## src/sv/cbc_pkg.sv

```systemverilog
// ----------------------------------------------------------------------------
// cbc_pkg
// Shared types and codes for the constraint batch coloring unit.
// ----------------------------------------------------------------------------
package cbc_pkg;

  typedef enum logic [2:0] {
    ST_IDLE,
    ST_CLEAR,
    ST_SCAN,
    ST_PAIR,
    ST_TEST,
    ST_MARK,
    ST_FLUSH
  } cbc_state_e;

  typedef logic [1:0] cfg_idx_t;

  localparam cfg_idx_t REG_BATCH_LIMIT = 2'd0;
  localparam cfg_idx_t REG_BODY_COUNT  = 2'd1;

  localparam logic [3:0] BATCH_LIMIT_RST = 4'd8;
  localparam logic [7:0] BODY_COUNT_RST  = 8'd255;

endpackage

```

## src/sv/constraint_batch_coloring_unit.sv

```systemverilog
// ----------------------------------------------------------------------------
// constraint_batch_coloring_unit
// Greedy batching of two-body constraints: no two constraints of one batch but the
// last share a body. Constraints load one per transaction; the final one starts
// a run that emits every constraint index with its batch number.
//
// Channel   Direction  Handshake                     Payload
// command   in         start & !busy                 body_a_i, body_b_i, final_item_i
// result    out        result_valid_o (one cycle)    constraint_index_o, batch_number_o,
//                                                    batch_end_o, run_end_o
// config    in         cfg_we_i                      cfg_idx_i, cfg_data_i
//
// A load transaction stores one constraint unless the list is full. A run clears
// the busy map for every stage but the last, then scans the list: an already placed
// constraint is skipped, any other has its pair read and tested and, if placed, both
// bodies marked busy; the last stage places all the rest untested. A flush ends the run.
// The final result shows in the same cycle that busy falls. The registered pair store
// read and the shared busy map write port shape these steps. Results cannot
// be stalled. Reset empties the list; each load clears its placed flag.
// ----------------------------------------------------------------------------
module constraint_batch_coloring_unit #(
  parameter int unsigned MAX_CONSTRAINTS = 64,
  parameter int unsigned MAX_BODIES      = 255,
  parameter int unsigned MAX_BATCHES     = 8
) (
  input  logic              clk_i,
  input  logic              rst_ni,
  input  logic              start,
  output logic              busy,
  input  logic [7:0]        body_a_i,
  input  logic [7:0]        body_b_i,
  input  logic              final_item_i,
  input  logic              cfg_we_i,
  input  cbc_pkg::cfg_idx_t cfg_idx_i,
  input  logic [7:0]        cfg_data_i,
  output logic              result_valid_o,
  output logic [5:0]        constraint_index_o,
  output logic [2:0]        batch_number_o,
  output logic              batch_end_o,
  output logic              run_end_o
);
  import cbc_pkg::*;

  localparam int unsigned CW      = $clog2(MAX_CONSTRAINTS);
  localparam int unsigned TopCapI = (MAX_BODIES > 255) ? 255 : MAX_BODIES;
  localparam int unsigned BW      = $clog2(TopCapI + 1);
  localparam int unsigned SW      = $clog2(MAX_BATCHES + 1);
  localparam logic [7:0]  TopCap  = 8'(TopCapI);
  localparam logic [CW:0] MaxCnt  = (CW + 1)'(MAX_CONSTRAINTS);

  cbc_state_e state_q, state_d;

  logic [3:0]    batch_limit_q;
  logic [7:0]    body_count_q;
  logic [CW:0]   load_cnt_q, load_cnt_d;
  logic [CW:0]   idx_q, idx_d;
  logic [SW-1:0] stage_q, stage_d;
  logic [SW-1:0] stages_q, stages_d;
  logic [BW-1:0] top_q, top_d;
  logic [BW-1:0] clr_q, clr_d;
  logic          pend_v_q, pend_v_d;
  logic [CW-1:0] pend_idx_q, pend_idx_d;
  logic [SW-1:0] pend_stage_q, pend_stage_d;
  logic [BW-1:0] x_q, y_q;
  logic          res_v_q, res_v_d;
  logic [5:0]    res_idx_q, res_idx_d;
  logic [2:0]    res_batch_q, res_batch_d;
  logic          res_bend_q, res_bend_d;
  logic          res_rend_q, res_rend_d;

  logic [15:0]   pair_mem [MAX_CONSTRAINTS];
  logic [15:0]   pair_rd_q;
  logic          busy_mem [TopCapI + 1];
  logic          bx_q, by_q;
  logic          placed_mem [MAX_CONSTRAINTS];
  logic          placed_rd_q;

  logic          accept;
  logic          last_stage;
  logic          place;
  logic          scan_done;
  logic [BW-1:0] x_c, y_c;
  logic          bm_we;
  logic [BW-1:0] bm_addr;
  logic          bm_wdata;
  logic          pm_we;
  logic [CW-1:0] pm_addr;
  logic          pm_wdata;
  logic [7:0]    top8;
  logic [7:0]    top_sat;
  logic [SW-1:0] stages_c;

  assign busy       = (state_q != ST_IDLE);
  assign accept     = start && !busy;
  assign last_stage = (stage_q == stages_q - SW'(1));
  assign place      = last_stage || (!bx_q && !by_q);
  assign scan_done  = (idx_q == load_cnt_q);
  assign top8       = 8'(top_q);
  assign x_c        = (pair_rd_q[15:8] > top8) ? top_q : BW'(pair_rd_q[15:8]);
  assign y_c        = (pair_rd_q[7:0]  > top8) ? top_q : BW'(pair_rd_q[7:0]);
  assign top_sat    = (body_count_q > TopCap) ? TopCap : body_count_q;

  always_comb begin
    if (batch_limit_q == 4'd0) begin
      stages_c = SW'(1);
    end else if (32'(batch_limit_q) > MAX_BATCHES) begin
      stages_c = SW'(MAX_BATCHES);
    end else begin
      stages_c = SW'(batch_limit_q);
    end
  end

  always_comb begin
    state_d = state_q;
    unique case (state_q)
      ST_IDLE: begin
        if (accept && final_item_i) begin
          state_d = (stages_c == SW'(1)) ? ST_SCAN : ST_CLEAR;
        end
      end
      ST_CLEAR: begin
        if (clr_q == top_q) begin
          state_d = ST_SCAN;
        end
      end
      ST_SCAN: begin
        if (scan_done) begin
          if (last_stage) begin
            state_d = ST_FLUSH;
          end else if (stage_q + SW'(1) == stages_q - SW'(1)) begin
            state_d = ST_SCAN;
          end else begin
            state_d = ST_CLEAR;
          end
        end else if (!placed_rd_q) begin
          state_d = ST_PAIR;
        end
      end
      ST_PAIR: state_d = ST_TEST;
      ST_TEST: begin
        state_d = (place && !last_stage) ? ST_MARK : ST_SCAN;
      end
      ST_MARK:  state_d = ST_SCAN;
      ST_FLUSH: state_d = ST_IDLE;
      default:  state_d = ST_IDLE;
    endcase
  end

  always_comb begin
    load_cnt_d   = load_cnt_q;
    idx_d        = idx_q;
    stage_d      = stage_q;
    stages_d     = stages_q;
    top_d        = top_q;
    clr_d        = clr_q;
    pend_v_d     = pend_v_q;
    pend_idx_d   = pend_idx_q;
    pend_stage_d = pend_stage_q;
    res_v_d      = 1'b0;
    res_idx_d    = res_idx_q;
    res_batch_d  = res_batch_q;
    res_bend_d   = res_bend_q;
    res_rend_d   = res_rend_q;
    bm_we        = 1'b0;
    bm_addr      = clr_q;
    bm_wdata     = 1'b0;
    pm_we        = 1'b0;
    pm_addr      = load_cnt_q[CW-1:0];
    pm_wdata     = 1'b0;
    unique case (state_q)
      ST_IDLE: begin
        if (accept) begin
          if (load_cnt_q < MaxCnt) begin
            load_cnt_d = load_cnt_q + (CW + 1)'(1);
            pm_we      = 1'b1;
            pm_addr    = load_cnt_q[CW-1:0];
            pm_wdata   = 1'b0;
          end
          if (final_item_i) begin
            idx_d    = '0;
            stage_d  = '0;
            stages_d = stages_c;
            top_d    = BW'(top_sat);
            clr_d    = '0;
            pend_v_d = 1'b0;
          end
        end
      end
      ST_CLEAR: begin
        bm_we   = 1'b1;
        bm_addr = clr_q;
        clr_d   = clr_q + BW'(1);
        if (clr_q == top_q) begin
          clr_d = '0;
        end
      end
      ST_SCAN: begin
        if (scan_done) begin
          if (!last_stage) begin
            stage_d = stage_q + SW'(1);
            idx_d   = '0;
          end
        end else if (placed_rd_q) begin
          idx_d = idx_q + (CW + 1)'(1);
        end
      end
      ST_TEST: begin
        if (place) begin
          pm_we    = 1'b1;
          pm_addr  = idx_q[CW-1:0];
          pm_wdata = 1'b1;
          if (pend_v_q) begin
            res_v_d     = 1'b1;
            res_idx_d   = 6'(pend_idx_q);
            res_batch_d = 3'(pend_stage_q);
            res_bend_d  = (pend_stage_q != stage_q);
            res_rend_d  = 1'b0;
          end
          pend_v_d     = 1'b1;
          pend_idx_d   = idx_q[CW-1:0];
          pend_stage_d = stage_q;
          if (!last_stage) begin
            bm_we    = 1'b1;
            bm_addr  = x_q;
            bm_wdata = 1'b1;
          end else begin
            idx_d = idx_q + (CW + 1)'(1);
          end
        end else begin
          idx_d = idx_q + (CW + 1)'(1);
        end
      end
      ST_MARK: begin
        bm_we    = 1'b1;
        bm_addr  = y_q;
        bm_wdata = 1'b1;
        idx_d    = idx_q + (CW + 1)'(1);
      end
      ST_FLUSH: begin
        res_v_d     = pend_v_q;
        res_idx_d   = 6'(pend_idx_q);
        res_batch_d = 3'(pend_stage_q);
        res_bend_d  = 1'b1;
        res_rend_d  = 1'b1;
        pend_v_d    = 1'b0;
        load_cnt_d  = '0;
      end
      default: begin
      end
    endcase
  end

  always_ff @(posedge clk_i or negedge rst_ni) begin
    if (!rst_ni) begin
      state_q       <= ST_IDLE;
      batch_limit_q <= BATCH_LIMIT_RST;
      body_count_q  <= BODY_COUNT_RST;
      load_cnt_q    <= '0;
      idx_q         <= '0;
      stage_q       <= '0;
      stages_q      <= SW'(1);
      top_q         <= '0;
      clr_q         <= '0;
      pend_v_q      <= 1'b0;
      res_v_q       <= 1'b0;
    end else begin
      state_q    <= state_d;
      load_cnt_q <= load_cnt_d;
      idx_q      <= idx_d;
      stage_q    <= stage_d;
      stages_q   <= stages_d;
      top_q      <= top_d;
      clr_q      <= clr_d;
      pend_v_q   <= pend_v_d;
      res_v_q    <= res_v_d;
      if (cfg_we_i) begin
        unique case (cfg_idx_i)
          REG_BATCH_LIMIT: batch_limit_q <= cfg_data_i[3:0];
          REG_BODY_COUNT:  body_count_q  <= cfg_data_i;
          default: begin
          end
        endcase
      end
    end
  end

  always_ff @(posedge clk_i) begin
    pend_idx_q   <= pend_idx_d;
    pend_stage_q <= pend_stage_d;
    res_idx_q    <= res_idx_d;
    res_batch_q  <= res_batch_d;
    res_bend_q   <= res_bend_d;
    res_rend_q   <= res_rend_d;
    if (state_q == ST_PAIR) begin
      x_q <= x_c;
      y_q <= y_c;
    end
  end

  always_ff @(posedge clk_i) begin
    if (accept && (load_cnt_q < MaxCnt)) begin
      pair_mem[load_cnt_q[CW-1:0]] <= {body_a_i, body_b_i};
    end
    pair_rd_q <= pair_mem[idx_q[CW-1:0]];
  end

  always_ff @(posedge clk_i) begin
    if (pm_we) begin
      placed_mem[pm_addr] <= pm_wdata;
    end
    if (pm_we && (pm_addr == idx_d[CW-1:0])) begin
      placed_rd_q <= pm_wdata;
    end else begin
      placed_rd_q <= placed_mem[idx_d[CW-1:0]];
    end
  end

  always_ff @(posedge clk_i) begin
    if (bm_we) begin
      busy_mem[bm_addr] <= bm_wdata;
    end
    bx_q <= busy_mem[x_c];
    by_q <= busy_mem[y_c];
  end

  assign result_valid_o     = res_v_q;
  assign constraint_index_o = res_idx_q;
  assign batch_number_o     = res_batch_q;
  assign batch_end_o        = res_bend_q;
  assign run_end_o          = res_rend_q;

endmodule

```

## config.mk

```make
export PLATFORM = sky130hd
export DESIGN_NAME = constraint_batch_coloring_unit
export DESIGN_NICKNAME = d
export VERILOG_FILES = /design/src/sv/cbc_pkg.sv /design/src/sv/constraint_batch_coloring_unit.sv
export SDC_FILE = /design/constraint.sdc
export NUM_CORES = 2
export LEC_CHECK = 0
export BUFFER_PORTS_ARGS = -buffer_cell sky130_fd_sc_hd__buf_2
export CAP_MARGIN = 20
export CORE_UTILIZATION = 55
export CTS_BUF_LIST = sky130_fd_sc_hd__clkbuf_4 sky130_fd_sc_hd__clkbuf_8
export CTS_CLUSTER_SIZE = 28
export DETAILED_ROUTE_END_ITERATION = 12
export PLACE_DENSITY = 0.8
export SYNTH_ARGS = -nofsm -noshare
export SYNTH_HDL_FRONTEND = slang
export SYNTH_SLANG_ARGS = --single-unit
```

## constraint.sdc

```tcl
create_clock -name clk_i -period 6.85 [get_ports clk_i]
set_input_delay 0.3425 -clock clk_i [delete_from_list [all_inputs] [get_ports clk_i]]
set_output_delay 0.3425 -clock clk_i [all_outputs]
set_load 0.03 [all_outputs]
```

==> metrics.txt <==
warning count from the yosys run 0; ranking of synthesized cells by area edfxtp_1, mux4_2, nor2_1; Synth top area share 67.7%; Max-slew headroom 6.89%; Peak Freq 190 MHz; Netlist Area Pre-Place 0.0613 sq mm; Buffers on Ports 43; final setup fails 0; total gr overflow 0; Routed WL 154000 um; FF+latch count, synth 1460; data required time at the worst endpoint 7670 ps; status finished clean; class of the worst hold path primary input to flip-flop; Cells after Synth 3549; fin cells 5411; register area share after synthesis 70.7%; Core Box Area 0.111 sq mm; vias in the first global route 34700; Worst-Skew Late Latency 970 ps; remaining routing DRC violations 0; CTS-repair resized insts 0; Max Slew Vio Count 0; synth unique cells 69; Pleak 22.0 nW; Max Root-Sink Buffers 3; Power Density 417 mW/mm^2; layout cells sized above 1 24.7%; critical path launch point type flip-flop; GP Congestion 0.951; clock skew 98.7 ps; Die Ht 336 um; largest net degree at the start of global routing 145; Max H-tree Level 4; Max Fanout on Critical Path 43; starting density of the core 55.4%; average routed wire per standard cell 28.5 um; initial antenna violation count 12; Worst EP arrival 6090 ps; Hold Fails Final Rpt 0; crit path kind flip-flop to flip-flop; number of synthesized flops with an enable pin 1381; Tcrit/Tclk final 76.9%; dpl hpwl 90600 um; remaining antenna violation count 0; CTS sink cnt 1460; Die Wd 336 um; # Max-Cap Violations 0; clock root buffer clkbuf_8; kind of end point of the critical path flip-flop; Slew @ Worst Pin 1390 ps; synth-to-layout area growth 11.3%; IO Pins 44; first-pass GRT wire length 222000 um; GRT Util Overall 27.2%; initial DRC count 5125; dpl cells 4960; Final #Nets 3790; Fin Setup TNS 0 ps; Primary FF master, synth edfxtp_1; synthesized area per cell 17.3 sq um; Setup Fix Bufs, Post-CTS 0; via count 35400; Max rail drop VDD 0.385 mV; crit path time final 5270 ps; row count 122; RSZ-0062 raised after global routing no; Vias per Instance 6.54; DIE AREA 0.113 sq mm; Synth async-reset ratio 3.77%; final core occ 61.7%; syn_nets 3601; cell taking the most area after synthesis edfxtp_1; TritonCTS Buffers 218; Reg clk slew, reported paths 60 ps; TritonRoute pass-1 iters 9; CTS tree yes
cell usage in the layout (no fill, tap or decap), types with 60 or more instances in the layout:
master and instances:
buf_4 96, mux4_2 385, a21oi_1 67, nand3_1 72
clkbuf_8 219, edfxtp_1 1381, nand2_1 262, clkinv_1 60
mux2i_1 111, nor2_1 464, clkbuf_4 73
flip-flops by register name, indices dropped and copies added (netlist names), 8 cells and up, named ones only:
name          cells
body_count_q      8
busy_mem        256
clr_q             8
pair_mem       1024
pair_rd_q        16
placed_mem       64
top8              8
x_q               8
y_q               8
synthesized netlist by cell type (all sizes together), types with 3 or more instances:
| library cell | number |
|---|---|
| clkinv | 3 |
| a41oi | 4 |
| or2 | 6 |
| mux2i | 114 |
| a21o | 3 |
| nand4 | 17 |
| o211ai | 5 |
| xor2 | 11 |
| o21a | 4 |
| nor3 | 28 |
| mux4 | 385 |
| a21oi | 68 |
| a32oi | 16 |
| nor2 | 473 |
| dfstp | 10 |
| or3 | 4 |
| a22o | 4 |
| nand2b | 15 |
| nand3 | 73 |
| nor2b | 16 |
| and3 | 17 |
| o221ai | 3 |
| inv | 24 |
| xnor2 | 20 |
| and2 | 10 |
| clkbuf | 129 |
| nand3b | 4 |
| a31oi | 30 |
| dfxtp | 24 |
| mux2 | 23 |
| buf | 93 |
| edfxtp | 1381 |
| a22oi | 14 |
| o31ai | 6 |
| a221o | 7 |
| a221oi | 60 |
| o21ai | 58 |
| dfrtp | 45 |
| nor4 | 17 |
| o22ai | 7 |
| nor3b | 8 |
| ha | 21 |
| nand2 | 275 |
stage by stage:
step                power, mW  hold slack [ps]  instance area (sq um)  worst slack (ps)
global route             29.3             73.2                  68200              1380
floorplan                18.1             46.9                  61300              1450
finish                   28.4             94.5                  68200              1580
global placement         21.1              404                  63300              1840
detailed placement       21.3              405                  63300              1760
CTS                      28.2             17.0                  67800              1640
where the power goes:
part           internal, mW  total (mW)  leakage, nW  switching [mW]
sequential             10.3        10.7         13.5           0.472
combinational          4.05        10.7         6.24            6.66
clock                  3.57        6.99         2.26            3.42
critical path: stages (launching register included):
cell      delay [ps]
dfrtp_1          540
inv_1            170
ha_1             320
nor2b_1          130
o211ai_1         150
a21oi_1          120
o22ai_4           90
buf_4            400
mux2i_4          860
buf_4            690
mux2i_1          260
a221oi_1         110
nor4_1           420
a21oi_1          110
nor4_1           610
nor4_1           150
final cells by class:
cell class | count | area [sq um]
Sequential cell | 1460 | 43400
Inverter | 27 | 106
Antenna cell | 7 | 17.5
Clock buffer | 292 | 3560
Tap cell | 1488 | 1860
Clock inverter | 106 | 731
Multi-Input combinational cell | 1840 | 16900
Timing Repair Buffer | 191 | 1650
Fill cell | 7556 | 42300
layer usage:
layer	global-route usage, %	vias up	wire, um	share of wire, %
met5	0	-	94	0.061
met4	13.9	14	7580	4.9
met3	6.11	504	16700	11
met2	43.0	2437	74700	49
met1	35.7	17900	54900	36
li1	-	14500	-	-
repair_timing:
action / 4_1_cts / 5_1_grt
endpoints found under the setup margin: 0 / 0
hold buffers: 18 / 14
endpoints found under the hold margin: 92 / 419
worst paths after layout:
check                           slack [ps]                     from                         endpoint  cells past startpoint
worst max register to register        1580      top8[1]$_DFFE_PN0P_                     bx_q$_DFF_P_                     15
min in group asynchronous              110                   rst_ni             clr_q[0]$_DFFE_PN0P_                      3
max in group asynchronous             6180                   rst_ni               idx_q[0]$_DFF_PN0_                      3
worst min-delay path                    90              body_a_i[7]       pair_mem[43][15]$_DFFE_PP_                      2
worst min register to register         420  pend_idx_q[5]$_DFFE_PP_  constraint_index_o[5]$_DFFE_PP_                      0
worst max-delay path                  1580      top8[1]$_DFFE_PN0P_                     bx_q$_DFF_P_                     15
cell families (layout without fill, tap and decap cells):
family	after synthesis	count (layout)	share of synthesized area, %
buffers and inverters	249	616	1.74
adder cells (fa/ha/maj)	21	21	0.429
other	0	7	0
XOR/XNOR	31	31	0.455
multiplexers	522	522	16.4
AO/OA/AOI/OAI	299	299	3.37
AND/OR/NAND/NOR	967	967	6.83
flip-flops	1460	1460	70.7
Power figures use the tool's default switching activity.
